File: src/hw/rtl/sit_pkg.sv
// ----------------------------------------------------------------------------
// sit_pkg: shared types and codes of the sorted id table
// Operation and status codes, the cell command set and the controller states.
// ----------------------------------------------------------------------------
`default_nettype none

package sit_pkg;

   // table size default and fixed field widths
   localparam int TABLE_DEPTH_DEF = 64;
   localparam int ID_W            = 32;
   localparam int HND_W           = 16;
   localparam int FUNC_W          = 2;
   localparam int STAT_W          = 2;

   // operation codes on req_func
   localparam logic [FUNC_W-1:0] FN_INSERT = 2'd0;
   localparam logic [FUNC_W-1:0] FN_SEARCH = 2'd1;
   localparam logic [FUNC_W-1:0] FN_REMOVE = 2'd2;

   // status codes on rsp_status
   localparam logic [STAT_W-1:0] STS_OK   = 2'd0;
   localparam logic [STAT_W-1:0] STS_FULL = 2'd1;
   localparam logic [STAT_W-1:0] STS_MISS = 2'd2;

   // command broadcast to every cell
   typedef enum logic [2:0] {
      OP_HOLD,
      OP_WRITE,
      OP_ROT_L,
      OP_ROT_R,
      OP_SORT,
      OP_DROP
   } cell_op_type;

   typedef struct packed {
      cell_op_type op;
      logic        parity;
   } cell_ctl_type;

   // controller states
   typedef enum logic [2:0] {
      ST_IDLE,
      ST_SORT,
      ST_SEEK,
      ST_BACK,
      ST_SCAN,
      ST_DROP
   } state_type;

endpackage

`default_nettype wire

File: src/hw/rtl/sit_cell.sv
// ----------------------------------------------------------------------------
// sit_cell: one entry of the table chain
// Holds one (id, handle) entry and loads it from its neighbors, from the
// request or keeps it, as the broadcast command says.
// ----------------------------------------------------------------------------
`default_nettype none

module sit_cell #(
   parameter int DEPTH = sit_pkg::TABLE_DEPTH_DEF,
   parameter int IDX   = 0,
   localparam int CW   = $clog2(DEPTH + 1)
) (
   input  logic                             clock,
   input  sit_pkg::cell_ctl_type            cell_ctl,
   input  logic [CW-1:0]                    cell_sel,
   input  logic [CW-1:0]                    cell_count,
   input  logic signed [sit_pkg::ID_W-1:0]  key_id,
   input  logic [sit_pkg::HND_W-1:0]        key_hnd,
   input  logic signed [sit_pkg::ID_W-1:0]  left_id,
   input  logic [sit_pkg::HND_W-1:0]        left_hnd,
   input  logic signed [sit_pkg::ID_W-1:0]  right_id,
   input  logic [sit_pkg::HND_W-1:0]        right_hnd,
   input  logic                             swap_in,
   output logic signed [sit_pkg::ID_W-1:0]  id_q,
   output logic [sit_pkg::HND_W-1:0]        hnd_q,
   output logic                             swap_out
);
   import sit_pkg::*;

   localparam logic [CW:0] POS       = (CW + 1)'(IDX);
   localparam logic [CW:0] NEXT_POS  = (CW + 1)'(IDX + 1);
   localparam bit          HAS_RIGHT = (IDX < DEPTH - 1);

   logic signed [ID_W-1:0] id_ff, id_in;
   logic [HND_W-1:0]       hnd_ff, hnd_in;
   logic                   pair_live;
   logic                   at_sel;
   logic                   past_sel;

   // this cell and its right neighbor form a live pair in this sort phase
   assign pair_live = HAS_RIGHT && (POS[0] == cell_ctl.parity)
                      && (NEXT_POS < {1'b0, cell_count});
   assign swap_out  = (cell_ctl.op == OP_SORT) && pair_live && (id_ff > right_id);
   assign at_sel    = (POS == {1'b0, cell_sel});
   assign past_sel  = (POS >= {1'b0, cell_sel});

   // next entry
   always_comb begin
      id_in  = id_ff;
      hnd_in = hnd_ff;
      unique case (cell_ctl.op)
         OP_HOLD: begin
         end
         OP_WRITE: begin
            if (at_sel) begin
               id_in  = key_id;
               hnd_in = key_hnd;
            end
         end
         OP_ROT_L: begin
            id_in  = right_id;
            hnd_in = right_hnd;
         end
         OP_ROT_R: begin
            id_in  = left_id;
            hnd_in = left_hnd;
         end
         OP_SORT: begin
            if (swap_out) begin
               id_in  = right_id;
               hnd_in = right_hnd;
            end else if (swap_in) begin
               id_in  = left_id;
               hnd_in = left_hnd;
            end
         end
         OP_DROP: begin
            if (past_sel) begin
               id_in  = right_id;
               hnd_in = right_hnd;
            end
         end
         default: begin
         end
      endcase
   end

   // entry storage, no reset
   always_ff @(posedge clock) begin
      id_ff  <= id_in;
      hnd_ff <= hnd_in;
   end

   assign id_q  = id_ff;
   assign hnd_q = hnd_ff;

endmodule

`default_nettype wire

File: config.mk
export PLATFORM = sky130hd
export DESIGN_NAME = sit_cell
export DESIGN_NICKNAME = d
export VERILOG_FILES = /design/src/hw/rtl/sit_pkg.sv /design/src/hw/rtl/sit_cell.sv
export SDC_FILE = /design/constraint.sdc
export NUM_CORES = 1
export LEC_CHECK = 0
export ABC_AREA = 1
export BUFFER_PORTS_ARGS = -buffer_cell sky130_fd_sc_hd__clkbuf_2
export CORE_ASPECT_RATIO = 1.75
export CORE_MARGIN = 2
export CORE_UTILIZATION = 48
export CTS_CLUSTER_SIZE = 16
export DETAILED_ROUTE_END_ITERATION = 16
export PLACE_DENSITY = 0.93
export SLEW_MARGIN = 0
export SYNTH_ARGS = -nofsm -noshare
export SYNTH_HDL_FRONTEND = slang
export SYNTH_SLANG_ARGS = --single-unit
File: constraint.sdc
create_clock -name clock -period 5.3 [get_ports clock]
set_input_delay 0 -clock clock [delete_from_list [all_inputs] [get_ports clock]]
set_output_delay 0 -clock clock [all_outputs]
set_load 0.005 [all_outputs]
; Word level (Yosys, flattened, before mapping)
; Cells that the tools add are included.
[totals]
ff_bits = 48
latchBits = 0
mem_bits_rw = 0
rom_bits = 0
in_bits = 164
word_cells = 30
memories = 0
[classes]
add_sub_neg = 0
multipliers = 0
div_mod_pow = 0
magnitude_cmp = 3
n_eq_ne = 8
shift = 0
muxes = 10
bitwise_logic = 1
reduce_logical = 6
[op_table]
columns = operator, n
row1 = one-hot mux 32 bit (5 select lines), 1
row2 = 2-to-1 mux 32 bit, 4
row3 = one-hot mux 16 bit (5 select lines), 1
row4 = 2-to-1 mux 16 bit, 4
row5 = > comparator 32 bit, 1
row6 = "greater-or-equal comparator 1 x 7 -> 1 bit, first input constant", 1
row7 = logical NOT 7 bit, 1
row8 = "less-than comparator 1 x 7 -> 1 bit, first input constant", 1
row9 = "equality test 3 x 2 -> 1 bit, second input constant", 2
row10 = "equality test 3 bit, second input constant", 2
row11 = nonzero test 5 bit, 1
row12 = "!= test 2 bit, second input constant", 2
row13 = AND reduction 4 bit, 1
row14 = "equality test 3 x 1 -> 1 bit, second input constant", 1
row15 = logical AND 1 bit, 3
row16 = "!= test 3 bit, second input constant", 1
row17 = NOT 1 bit, 1

; Logic depth before layout (Yosys ltp)
[logic_depth]
ltp_word = 6
ltp_mapped = 19

; Worst setup path after synthesis
; No wires, ideal clock.
[synth_timing]
path_type = register to register
from = reg id_ff[31], in the netlist id_q[31]
to = reg hnd_ff[0], in the netlist hnd_q[0] (enable)
arrival_time_ns = 3.957
slack_ns = 0.873
stages_incl_launch_ff = 11
period_less_slack_ns = 4.427
path_cell_list = edfxtp_1 -> ha_1 -> a21oi_1 -> o21a_1 -> nand2_1 -> a21oi_1 -> nand2_1 -> nand2_1 -> nand3_2 -> buf_2 -> a21oi_1
[synth_via]
elab_chain_len = 4
[synth_lines]
columns = element, line
row1 = "start, declared", sit_cell.sv:34  ; logic signed [ID_W-1:0] id_ff, id_in;
row2 = "start signal, assigned", sit_cell.sv:90  ; id_ff <= id_in;
row3 = > comparator 32 bit, sit_cell.sv:43  ; assign swap_out = (cell_ctl.op == OP_SORT) && pair_live && (id_ff > right_id);
row4 = logical AND 1 bit, sit_cell.sv:43
row5 = != test 3 bit (no source line), n/a
row6 = AND reduction 4 bit (no source line), n/a
row7 = "end signal, assigned", sit_cell.sv:91  ; hnd_ff <= hnd_in;
row8 = "end, declared", sit_cell.sv:35  ; logic [HND_W-1:0] hnd_ff, hnd_in;
; No other way between the ends.
; A chain may end at the register's enable or synchronous reset.

; Worst setup path after layout
[layout_timing]
from = in cell_ctl[2] (netlist bit)
to = reg id_ff[27], in the netlist id_q[27] (enable)
[layout_via]
elab_chain_len = 5
word_cells_on_any_way = 12
classes_between = eq/ne (8) / reduce/logical (4)
[layout_lines]
columns = element, line
row1 = "start, declared", sit_cell.sv:14  ; input sit_pkg::cell_ctl_type cell_ctl,
row2 = equality test 3 bit, "sit_cell.sv:43, sit_cell.sv:51"
row3 = logical AND 1 bit (2 in series), sit_cell.sv:43
row4 = != test 3 bit (no source line), n/a
row5 = AND reduction 4 bit (no source line) (*), n/a
; Mark *: on every way between the ends. The rest lies on a longest branch, timed or not.

==> impl_metrics.ini <==
[power]
p_per_area_nw_per_um2 = 243
power_mw = 1.41
ir_drop_uv = 191
leakagePower_nw = 3.03

[critical_path]
critPathMaxStageDelay_ns = 0.69
crit_slowest_cell = a21oi_4
path_cells = clkbuf_2 -> inv_1 -> nor2_1 -> nand2_2 -> nand3_2 -> inv_2 -> nand2_1 -> o21ai_0 -> a21oi_4 -> buf_12
crit_type = in2reg
crit_fanout = 49
endpoint_kind = flip-flop
startpoint_type = input pin
crit_required_ns = 5.30
arrival_ns = 3.00

[clock_network]
clock_latency_ns = 0.29
cts_hold_buf = 0
cts_setup_buffers = 0
cts_made_buffers = 5
clockRootBuffer = clkbuf_16
htreeDepth = 2
cts.sink_count = 48
clk_pin_slew_worst_paths_ns = 0.07
clock_path_buffers = 2
cts_tree = built
cts_resized = 0

[yosys]
yosysWarnings = 0
synthFlopType = edfxtp_1
syn_area_um2 = 4580
ys_ff_latch = 48
synth_cell_types = 27
synth_common_cells = 112 x nor2_1, 109 x inv_1, 89 x nand2_1
synth.avg_cell_area_um2 = 6.88
synth.most_common_cell = nor2_1
yosysSeqAreaShare_pct = 31.5
synthCells = 666
synth_fp_nets = 862
synth_edf_count = 48
synthTopCellsByArea = edfxtp_1 31%, nor2_1 9.2%, inv_1 8.9%
yosysTopAreaCell = edfxtp_1
async_flop_share_pct = 0
synth_top_area_share_pct = 31.5

[placement]
place_area_um2 = 5660
gp_congestion = 0.844
place_hpwl_um = 10600
pre_cts_ws_ns = 2.01
port_buffers = 211
dp.cells = 961

[route]
viasPerCell = 5.70
drc = 0
wl_met1_um = 5400
wirelength_um = 15500
wl_met2_um = 8190
wl_per_cell_um = 16.0
num_vias = 5527
routed-wl-met3_um = 1150
dr.first_iter.drc_count = 443
top_layer = met4
first_pass_iters = 6
antenna_left = 0

[timing]
worst_pin_slew_ns = 1.14
max_freq_mhz = 333
grt_setup_unrepaired = no
finalClockSkew_ns = 0.00490
fin_crit_ns = 3.00
hold_viol = 0
relSlewSlack_pct = 24.0
setup-violations-final = 0
setup_tns_ns = 0
setup_slack_ns = 2.30
final_max_slew_viol_count = 0
timing.final.crit_share_pct = 56.7
holdWs_ns = 0.0176

[global_route]
first_global_vias = 5356
antenna_found_initial = 0
overflow = 0
grt_pass1_wl_um = 24200
grt_start_max_net_pins = 50
grtUsageTotal_pct = 29.0

[cells_and_area]
fill_cells = 863
area_growth_pct = 26.5
fin_util_pct = 62.0
final_area_um2 = 5790
nets = 1042
multiInputGateArea_um2 = 2510
drive_gt1_share_pct = 29.3
finalNonFillerCells = 969
regArea_um2 = 1440
diodes = 0

[floorplan]
ioPinCount = 213
std_cell_rows = 47
die_y_um = 133
dieArea_um2 = 10400
die_x_um = 77.8
initial_utilization_pct = 49.0
core_um2 = 9350

[run]
maxCapViolCount = 0

[status]
status = finished clean

[worst_hold_path]
hold_path_class = in2reg
per-layer routing:
metal | vias up | track usage (%)
li1 | 2617 | -
met1 | 2497 | 31.3
met2 | 353 | 53.2
met3 | 60 | 3.66
met4 | 0 | 16.5
met5 | - | 0
cell type report:
type	count	share of cell area [%]
clock buffers	7	2.29
clock inverters	1	0.0648
well taps	122	2.63
flip-flops and latches	48	24.9
repair buffers	219	19.5
multi-input cells	459	43.3
inverters	113	7.32
final timing paths:
check              start         to  slack, ns  cells past startpoint
max          cell_ctl[2]   id_q[27]       2.30                     10
min          key_hnd[12]  hnd_q[12]       0.02                      3
max reg2reg     id_q[23]   id_q[27]       2.32                     10
min reg2reg     id_q[31]  hnd_q[10]       1.28                      4
critical path: cells and delay by family:
| family | cells | cell delay, ns |
|---|---|---|
| buf+inv | 4 | 0.84 |
| compound gates | 2 | 0.83 |
| simple gates | 4 | 1.27 |
registers in the layout, summed over array words and instances (netlist names):
name	flops
id_q	32
hnd_q	16
layout by cell type (no fill, tap or decap):
cell type and count:
buf_12 1, inv_1 109, nand3_2 3, nor4_1 1, buf_4 7, or4_1 1, clkbuf_16 5, and3_2 1
o21a_1 2, nor3_4 1, clkinv_1 1, a21o_1 1, a22oi_2 1, nand4_1 50, o22ai_1 48, inv_2 4
a21oi_1 52, nand2_1 87, nand3_1 50, clkbuf_2 211, edfxtp_1 48, nand2_2 2, a21oi_2 10, clkbuf_1 2
o21ai_0 3, nor2_2 1, a21oi_4 1, ha_1 32, nor2_1 112
report_power, final:
group,leakage [nW],switching (mW),total [mW],internal [mW]
clock,0.0655,0.146,0.320,0.174
combinational,2.51,0.337,0.549,0.212
sequential,0.460,0.0359,0.540,0.504
logic make-up after synthesis:
logic type	share of synthesized area (%)
AND/OR/NAND/NOR	30.0
buffers and inverters	14.5
AO/OA/AOI/OAI	15.2
flip-flops	31.5
adder cells (fa/ha/maj)	8.74
Power figures use the tool's default switching activity.
