==> src/hw/rtl/sit_pkg.sv <==
// ----------------------------------------------------------------------------
// sit_pkg: shared types and codes of the sorted id table
// Operation and status codes, the cell command set and the controller states.
// ----------------------------------------------------------------------------
`default_nettype none

package sit_pkg;

   // table size default and fixed field widths
   localparam int TABLE_DEPTH_DEF = 64;
   localparam int ID_W            = 32;
   localparam int HND_W           = 16;
   localparam int FUNC_W          = 2;
   localparam int STAT_W          = 2;

   // operation codes on req_func
   localparam logic [FUNC_W-1:0] FN_INSERT = 2'd0;
   localparam logic [FUNC_W-1:0] FN_SEARCH = 2'd1;
   localparam logic [FUNC_W-1:0] FN_REMOVE = 2'd2;

   // status codes on rsp_status
   localparam logic [STAT_W-1:0] STS_OK   = 2'd0;
   localparam logic [STAT_W-1:0] STS_FULL = 2'd1;
   localparam logic [STAT_W-1:0] STS_MISS = 2'd2;

   // command broadcast to every cell
   typedef enum logic [2:0] {
      OP_HOLD,
      OP_WRITE,
      OP_ROT_L,
      OP_ROT_R,
      OP_SORT,
      OP_DROP
   } cell_op_type;

   typedef struct packed {
      cell_op_type op;
      logic        parity;
   } cell_ctl_type;

   // controller states
   typedef enum logic [2:0] {
      ST_IDLE,
      ST_SORT,
      ST_SEEK,
      ST_BACK,
      ST_SCAN,
      ST_DROP
   } state_type;

endpackage

`default_nettype wire

==> src/hw/rtl/sit_ctrl.sv <==
// ----------------------------------------------------------------------------
// sit_ctrl: sequencer of the sorted id table
// Runs insert, sort, binary search and remove by issuing cell commands and
// watching the head cell; keeps count, sort flag, ring offset and the result.
// ----------------------------------------------------------------------------
`default_nettype none

module sit_ctrl #(
   parameter int DEPTH = sit_pkg::TABLE_DEPTH_DEF,
   localparam int CW   = $clog2(DEPTH + 1),
   localparam int IW   = $clog2(DEPTH)
) (
   input  logic                             clock,
   input  logic                             reset,
   input  logic                             start,
   output logic                             busy,
   input  logic [sit_pkg::FUNC_W-1:0]       req_func,
   input  logic signed [sit_pkg::ID_W-1:0]  req_key_id,
   input  logic [sit_pkg::HND_W-1:0]        req_obj_handle,
   input  logic signed [sit_pkg::ID_W-1:0]  head_id,
   input  logic [sit_pkg::HND_W-1:0]        head_hnd,
   output sit_pkg::cell_ctl_type            cell_ctl,
   output logic [CW-1:0]                    cell_sel,
   output logic [CW-1:0]                    cell_count,
   output logic                             rsp_strobe,
   output logic [sit_pkg::STAT_W-1:0]       rsp_status,
   output logic [sit_pkg::HND_W-1:0]        rsp_found_handle
);
   import sit_pkg::*;

   state_type              state_ff, state_in;
   logic [CW-1:0]          count_ff, count_in;
   logic                   needs_sort_ff, needs_sort_in;
   logic [IW-1:0]          offset_ff, offset_in;
   logic signed [ID_W-1:0] key_ff, key_in;
   logic [HND_W-1:0]       hnd_ff, hnd_in;
   logic [CW-1:0]          first_ff, first_in;
   logic [CW-1:0]          last1_ff, last1_in;
   logic [CW-1:0]          round_ff, round_in;
   logic [IW-1:0]          mark_ff, mark_in;
   logic                   hit_ff, hit_in;
   logic [STAT_W-1:0]      res_status_ff, res_status_in;
   logic [HND_W-1:0]       res_found_ff, res_found_in;
   logic                   rsp_strobe_ff, rsp_strobe_in;
   logic [STAT_W-1:0]      rsp_status_ff, rsp_status_in;
   logic [HND_W-1:0]       rsp_found_ff, rsp_found_in;

   logic                   accept;
   logic                   is_full;
   logic [CW:0]            mid_sum;
   logic [IW-1:0]          mid_idx;
   logic                   at_mid;
   logic                   range_empty;
   logic                   key_eq;
   logic                   key_gt;
   logic                   seek_done;
   logic                   offset_last;
   logic                   scan_hit;
   logic                   sort_last;

   // helpers
   assign accept      = start && (state_ff == ST_IDLE);
   assign is_full     = (count_ff == CW'(DEPTH));
   assign mid_sum     = {1'b0, first_ff} + {1'b0, last1_ff} - (CW + 1)'(1);
   assign mid_idx     = mid_sum[IW:1];
   assign at_mid      = (offset_ff == mid_idx);
   assign range_empty = (first_ff >= last1_ff);
   assign key_eq      = (key_ff == head_id);
   assign key_gt      = (key_ff > head_id);
   assign seek_done   = range_empty || (at_mid && key_eq);
   assign offset_last = (offset_ff == IW'(DEPTH - 1));
   assign scan_hit    = !hit_ff && (CW'(offset_ff) < count_ff) && (head_hnd == hnd_ff);
   assign sort_last   = (({1'b0, round_ff} + (CW + 1)'(1)) >= {1'b0, count_ff});

   // next state
   always_comb begin
      state_in = state_ff;
      unique case (state_ff)
         ST_IDLE: begin
            if (accept) begin
               if (req_func == FN_SEARCH) begin
                  state_in = needs_sort_ff ? ST_SORT : ST_SEEK;
               end else if (req_func == FN_REMOVE) begin
                  state_in = ST_SCAN;
               end
            end
         end
         ST_SORT: begin
            if (sort_last) begin
               state_in = ST_SEEK;
            end
         end
         ST_SEEK: begin
            if (seek_done) begin
               state_in = (offset_ff == '0) ? ST_IDLE : ST_BACK;
            end
         end
         ST_BACK: begin
            if (offset_ff == IW'(1)) begin
               state_in = ST_IDLE;
            end
         end
         ST_SCAN: begin
            if (offset_last) begin
               state_in = (hit_ff || scan_hit) ? ST_DROP : ST_IDLE;
            end
         end
         ST_DROP: begin
            state_in = ST_IDLE;
         end
         default: begin
            state_in = ST_IDLE;
         end
      endcase
   end

   // cell commands, datapath updates and result
   always_comb begin
      cell_ctl.op     = OP_HOLD;
      cell_ctl.parity = round_ff[0];
      cell_sel        = count_ff;
      count_in        = count_ff;
      needs_sort_in   = needs_sort_ff;
      offset_in       = offset_ff;
      key_in          = key_ff;
      hnd_in          = hnd_ff;
      first_in        = first_ff;
      last1_in        = last1_ff;
      round_in        = round_ff;
      mark_in         = mark_ff;
      hit_in          = hit_ff;
      res_status_in   = res_status_ff;
      res_found_in    = res_found_ff;
      rsp_strobe_in   = 1'b0;
      rsp_status_in   = rsp_status_ff;
      rsp_found_in    = rsp_found_ff;
      unique case (state_ff)
         ST_IDLE: begin
            if (accept) begin
               key_in   = req_key_id;
               hnd_in   = req_obj_handle;
               first_in = '0;
               last1_in = count_ff;
               round_in = '0;
               hit_in   = 1'b0;
               unique case (req_func)
                  FN_INSERT: begin
                     rsp_strobe_in = 1'b1;
                     rsp_found_in  = '0;
                     if (is_full) begin
                        rsp_status_in = STS_FULL;
                     end else begin
                        cell_ctl.op   = OP_WRITE;
                        count_in      = count_ff + CW'(1);
                        needs_sort_in = 1'b1;
                        rsp_status_in = STS_OK;
                     end
                  end
                  FN_SEARCH, FN_REMOVE: begin
                  end
                  default: begin
                     rsp_strobe_in = 1'b1;
                     rsp_status_in = STS_MISS;
                     rsp_found_in  = '0;
                  end
               endcase
            end
         end
         // odd-even transposition rounds
         ST_SORT: begin
            cell_ctl.op = OP_SORT;
            round_in    = round_ff + CW'(1);
            if (sort_last) begin
               needs_sort_in = 1'b0;
            end
         end
         // binary search, rotating the ring until mid sits at the head
         ST_SEEK: begin
            if (seek_done) begin
               res_status_in = range_empty ? STS_MISS : STS_OK;
               res_found_in  = range_empty ? '0 : head_hnd;
               if (offset_ff == '0) begin
                  rsp_strobe_in = 1'b1;
                  rsp_status_in = range_empty ? STS_MISS : STS_OK;
                  rsp_found_in  = range_empty ? '0 : head_hnd;
               end
            end else if (at_mid) begin
               if (key_gt) begin
                  first_in = CW'(mid_idx) + CW'(1);
               end else begin
                  last1_in = CW'(mid_idx);
               end
            end else if (mid_idx > offset_ff) begin
               cell_ctl.op = OP_ROT_L;
               offset_in   = offset_ff + IW'(1);
            end else begin
               cell_ctl.op = OP_ROT_R;
               offset_in   = offset_ff - IW'(1);
            end
         end
         // rotate back to the home position
         ST_BACK: begin
            cell_ctl.op = OP_ROT_R;
            offset_in   = offset_ff - IW'(1);
            if (offset_ff == IW'(1)) begin
               rsp_strobe_in = 1'b1;
               rsp_status_in = res_status_ff;
               rsp_found_in  = res_found_ff;
            end
         end
         // one full turn of the ring looking for the first handle match
         ST_SCAN: begin
            cell_ctl.op = OP_ROT_L;
            offset_in   = offset_last ? '0 : offset_ff + IW'(1);
            if (scan_hit) begin
               hit_in  = 1'b1;
               mark_in = offset_ff;
            end
            if (offset_last && !(hit_ff || scan_hit)) begin
               rsp_strobe_in = 1'b1;
               rsp_status_in = STS_MISS;
               rsp_found_in  = '0;
            end
         end
         // close the gap at the matched entry
         ST_DROP: begin
            cell_ctl.op   = OP_DROP;
            cell_sel      = CW'(mark_ff);
            count_in      = count_ff - CW'(1);
            rsp_strobe_in = 1'b1;
            rsp_status_in = STS_OK;
            rsp_found_in  = '0;
         end
         default: begin
         end
      endcase
   end

   // control registers
   always_ff @(posedge clock) begin
      if (reset) begin
         state_ff      <= ST_IDLE;
         count_ff      <= '0;
         needs_sort_ff <= 1'b0;
         offset_ff     <= '0;
         rsp_strobe_ff <= 1'b0;
      end else begin
         state_ff      <= state_in;
         count_ff      <= count_in;
         needs_sort_ff <= needs_sort_in;
         offset_ff     <= offset_in;
         rsp_strobe_ff <= rsp_strobe_in;
      end
   end

   // working and result registers
   always_ff @(posedge clock) begin
      key_ff        <= key_in;
      hnd_ff        <= hnd_in;
      first_ff      <= first_in;
      last1_ff      <= last1_in;
      round_ff      <= round_in;
      mark_ff       <= mark_in;
      hit_ff        <= hit_in;
      res_status_ff <= res_status_in;
      res_found_ff  <= res_found_in;
      rsp_status_ff <= rsp_status_in;
      rsp_found_ff  <= rsp_found_in;
   end

   assign busy             = (state_ff != ST_IDLE);
   assign cell_count       = count_ff;
   assign rsp_strobe       = rsp_strobe_ff;
   assign rsp_status       = rsp_status_ff;
   assign rsp_found_handle = rsp_found_ff;

endmodule

`default_nettype wire

==> config.mk <==
export PLATFORM = sky130hd
export DESIGN_NAME = sit_ctrl
export DESIGN_NICKNAME = d
export VERILOG_FILES = /design/src/hw/rtl/sit_pkg.sv /design/src/hw/rtl/sit_ctrl.sv
export SDC_FILE = /design/constraint.sdc
export NUM_CORES = 1
export LEC_CHECK = 0
export BUFFER_PORTS_ARGS = -buffer_cell sky130_fd_sc_hd__buf_2
export CAP_MARGIN = 20
export CORE_ASPECT_RATIO = 2
export CORE_MARGIN = 4
export CORE_UTILIZATION = 51
export DETAILED_ROUTE_END_ITERATION = 10
export PLACE_DENSITY = 0.76
export SYNTH_ARGS = -nofsm -noshare
export SYNTH_HDL_FRONTEND = slang
export SYNTH_SLANG_ARGS = --single-unit
==> constraint.sdc <==
create_clock -name clock -period 4.4 [get_ports clock]
set_input_delay 0.44 -clock clock [delete_from_list [all_inputs] [get_ports clock]]
set_output_delay 0.44 -clock clock [all_outputs]
set_load 0.02 [all_outputs]
Word-level counts from Yosys, hierarchy flattened
Index checks and enable logic that the tools add are counted. Widths: inputs -> output; s select.

Flip-flop bits (word level): 130. Input bits: 101. Output and inout bits: 38. Word-level logic and storage cells: 163.

Add/subtract/negate cells: 9. Order comparisons: 5. Equal/unequal tests: 30. Muxes and demuxes: 71. Reductions and logical operators: 32.

Operator list (count): $mux 16 (7); $mux 7 (12); $pmux 16 s5 (1); $pmux 7 s2 (4); $eq 32x32->1 (1); $gt 32x32->1 (1); $ne 2x2->1 const B (15); $mux 3 (8); $mux 6 (4); $mux 2 (10); $pmux 3 s6 (1); $pmux 6 s3 (1); $mux 1 (17); $eq 16x16->1 (1); $pmux 3 s5 (1); $reduce_and 5->1 (3); $add 7x1->7 const B (2); $sub 7x1->7 const B (2); $pmux 2 s5 (1); $add 7x1->8 const B (1); $ge 8x7->1 (1); $reduce_and 2->1 (4); $reduce_bool 2->1 (4); $add 6x1->7 const B (1); other kinds (33) (44).

Longest topological paths before layout
Depth after elaboration: 8. Depth in mapped cells: 19. Mapped depth without buffers: 19.

Worst setup path before layout
OpenSTA, ideal clock, no wires.

Path type: register to register. Start point: register first_ff[1]. End point: register rsp_found_ff[0] (netlist: rsp_found_handle[0]), enable pin. Library setup time: 406 ps. Data arrival time: 4049 ps. Data required time: 3994 ps. Slack: -55 ps. Cell stages (with the launch flop): 18. Period minus slack after synthesis: 4455 ps. Path through: edfxtp_1 inv_1 ha_1 inv_1 ha_1 inv_1 fa_1 inv_1 a21oi_1 maj3_1 xnor2_1 inv_1 ha_1 nand3_1 nor2_1 nand2_1 a21oi_1 nor4b_2.

Cells in the longest elaborated chain, start to end: 7. Elaborated cells between the ends (all ways): 8. Classes of those cells: add/sub: 2; order compare: 1; eq/ne: 2; reduce/logical: 3.

RTL lines: start, declared (RTL line sit_ctrl.sv:37) `logic [CW-1:0] first_ff, first_in;`; start signal, assigned (RTL line sit_ctrl.sv:260) `first_ff <= first_in;`; $add 7x7->7 (RTL line sit_ctrl.sv:64) `assign mid_sum = {1'b0, first_ff} + {1'b0, last1_ff} - (CW + 1)'(1);`; $sub 7x1->7 (RTL line sit_ctrl.sv:64); $eq 6x6->1 (RTL line sit_ctrl.sv:66) `assign at_mid = (offset_ff == mid_idx);`; $logic_and 1x1->1 (RTL line sit_ctrl.sv:70) `assign seek_done = range_empty || (at_mid && key_eq);`; $logic_or 1x1->1 * (RTL line sit_ctrl.sv:70); $ne 2x2->1 (no line) *; $reduce_and 7->1 (no line) *; end signal, assigned (RTL line sit_ctrl.sv:268) `rsp_found_ff <= rsp_found_in;`; end, declared (RTL line sit_ctrl.sv:46) `logic [HND_W-1:0] rsp_found_ff, rsp_found_in;`.

Mark *: on every way between the ends. The rest lies on a longest branch, timed or not. A chain may end at the register's enable or synchronous reset.

==> reports/metrics.csv <==
metric;value;unit
outcome;completed;
crit_chain;inv_1 -> ha_1 -> inv_1 -> ha_1 -> inv_1 -> fa_2 -> inv_1 -> a21oi_1 -> maj3_2 -> xnor2_2 -> inv_1 -> ha_1 -> a21o_1 -> a21o_1 -> or2_2 -> o21ai_2 -> buf_6;
gp_congestion;0.920;
synth_compound_area_frac;0.118;
peakVddDrop;543;uV
dp.cells;992;
ant_nets;0;
slew-limit-headroom;0.432;
clockBufferDepth;2;
grt_pass1_wl;28.9;mm
drv_cap;0;
htreeDepth;4;
clk-insertion-delay-late;0.41;ns
synth_fa_ha_area_frac;0.144;
grtUsageTotal;0.224;
synth_area_leader_cell;edfxtp_1;
ys_ff_latch;129;
ys.flop_type;edfxtp_1;
hold_path_class;in2reg;
netlist.area_leader.share;0.447;
yosys_warnings;0;
power_frac_seq;0.287;
placementRows;62;
synth_top_family_by_area;adder cells;
routed_wl;18.4;mm
synth_edf_count;111;
dieArea;16700;um2
routedWlPerCell;17.9;um
start_util;0.520;
coreArea;14400;um2
clock-root-buffer;clkbuf_16;
layout_common_cells;137 x buf_2, 111 x edfxtp_1, 88 x inv_1;
cp_common_cell;inv_1;
multi_input_area;3360;um2
whs;0.197;ns
grt_pass1_vias;6071;
dieWidth;93.5;um
p_sw;3.06;mW
fin_cells;1031;
cp-start-kind;register;
syn_area;7460;um2
slew_violations;0;
criticalPathCategory;reg2out;
nets;1010;
post_drt_via_cell_ratio;5.54;
grt_max_degree;50;
netlist_top_cells_area;edfxtp_1 45%, ha_1 14%, dfxtp_1 4.8%, inv_1 4.5%, xnor2_1 3.4%;
cp.arrival;3.75;ns
finalCritPeriodShare;0.953;
final_area;9020;um2
crit_buf_inv;6;
clock-sinks;129;
syn2layout_area_growth;20.8;%
dpl_cell_area;8370;um2
hold_viol;0;
fin_skew;0.00914;ns
fillerInstances;1144;
regArea;3690;um2
cts_made_buffers;17;
min_period;4.19;ns
worst_pin_slew;0.852;ns
power_frac_comb;0.532;
drive_gt1_frac;0.253;
via_count;5716;
synth_xor_area_frac;0.0470;
cpPeakStageDelay;0.36;ns
ys_seq_area_frac;0.495;
synth_mux_area_frac;0.0127;
p_sw_frac;0.415;
ctsHoldBuffers;0;
port_buffers;138;
powerDensity;817;nW/um2
drtIter0Drc;277;
die_h;179;um
cp-end-kind;primary output;
grt-ovfl-total;0;
synth_nets;851;
syn_avg_cell_area;11.2;um2
diodes;0;
p_clk_frac;0.182;
p_int;4.31;mW
cp_top_family;adder cells;
route.detailed.drc;0;
clkSlewWorstSetupHoldPaths;0.06;ns
worst_path_max_delay_cell;edfxtp_1;
synthCells;667;
detail_route.first_pass.iterations;5;
synth-async-reset-ratio;0;
finalSetupViolCount;0;
dp_hpwl;14.1;mm
yosys.cell_types.count;67;
antenna_found_initial;0;
num_io_pins;139;
cellLeakagePower;4.01;nW
final_common_cell;buf_2;
crit_fanout;4;
yosys.area_share.simple;0.123;
tritoncts;done;
crit_required;3.96;ns
max_freq;238;MHz
-- synth_stat cells (3+ instances only) --
master / n
nor2_1: 39
and3_1: 8
mux2i_1: 5
o21bai_1: 3
a311oi_1: 3
edfxtp_1: 111
nand4_1: 13
o21ai_0: 20
nand2_1: 31
a22o_1: 18
xnor2_1: 29
a21boi_0: 3
and2_1: 25
dfxtp_1: 18
nand3_1: 19
a211oi_1: 3
o31ai_1: 3
nor3_1: 8
mux2_2: 4
nor2b_1: 5
inv_1: 90
nand2b_1: 6
a21o_1: 13
ha_1: 81
clkbuf_1: 10
o211ai_1: 3
xor2_1: 11
a21oi_1: 36
-- through the flow --
stage                util  power, mW  setup WS (ns)  TNS [ns]
CTS                 0.624       7.26         0.0242         0
global route        0.628       7.93        -0.0127   -0.0127
global placement    0.583       5.62          0.254         0
detailed placement  0.583       5.79          0.189         0
floorplan               -       4.75          0.285         0
finish              0.628       7.37          0.206         0
-- per-layer routing --
| layer | GRT usage | vias to the layer above | share of wire |
|---|---|---|---|
| li1 | - | 2711 | - |
| met1 | 0.227 | 2727 | 0.35 |
| met2 | 0.420 | 204 | 0.55 |
| met3 | 0.0378 | 74 | 0.046 |
| met4 | 0.133 | 0 | 0.054 |
| met5 | 0 | - | 0 |
-- power by group through the flow --
stage | Sequential, mW | Clock [mW] | Combinational [mW]
floorplan | 2.17 | 0 | 2.58
global placement | 2.11 | 0 | 3.52
detailed placement | 2.13 | 0 | 3.66
CTS | 2.11 | 1.35 | 3.80
global route | 2.15 | 1.41 | 4.37
finish | 2.11 | 1.34 | 3.92
-- worst reg2reg max path: cells and delay by family (launching register included) --
| kind | cells | cell delay (ns) |
|---|---|---|
| flops | 1 | 0.35 |
| compound gates | 4 | 0.64 |
| simple gates | 4 | 0.85 |
| fa+ha+maj | 4 | 1.29 |
| buf+inv | 3 | 0.39 |
| xor+xnor | 1 | 0.14 |
-- flip-flops by register name (all words and copies together) (netlist names), 2 cells and up --
register / count
key_ff: 32
hnd_ff: 16
res_found_ff: 16
rsp_found_handle: 16
cell_count: 7
first_ff: 7
last1_ff: 7
round_ff: 7
mark_ff: 6
offset_ff: 6
state_ff: 3
rsp_status: 2
-- final timing paths --
check	startpoint	to	slack, ns	cells after the start
min reg2reg	needs_sort_ff	needs_sort_ff	0.51	2
max	first_ff[1]	cell_ctl[1]	0.21	17
max reg2reg	first_ff[2]	rsp_found_handle[0]	0.45	16
min	req_key_id[25]	key_ff[25]	0.20	1
-- cells by family after synthesis --
kind of cell,count (synthesis)
AOI/OAI and AO/OA,125
xor gates and xnor gates,40
adders and majority gates,85
buffers and inverters,105
DFF,129
muxes,9
and+or+nand+nor,174
-- cell type report --
type,instances,area share
Sequential cell,129,0.410
Clock inverter,14,0.0143
Timing Repair Buffer,155,0.0915
Inverter,90,0.0375
Clock buffer,18,0.0476
Multi-Input combinational cell,433,0.373
Tap cell,192,0.0266
-- repair_timing --
action,4_1_cts,5_1_grt
resized for setup,6,5
pin swaps,2,3
setup endpoints to repair,2,2
buffers inserted,2,5
(Power assumes the default switching activity.)
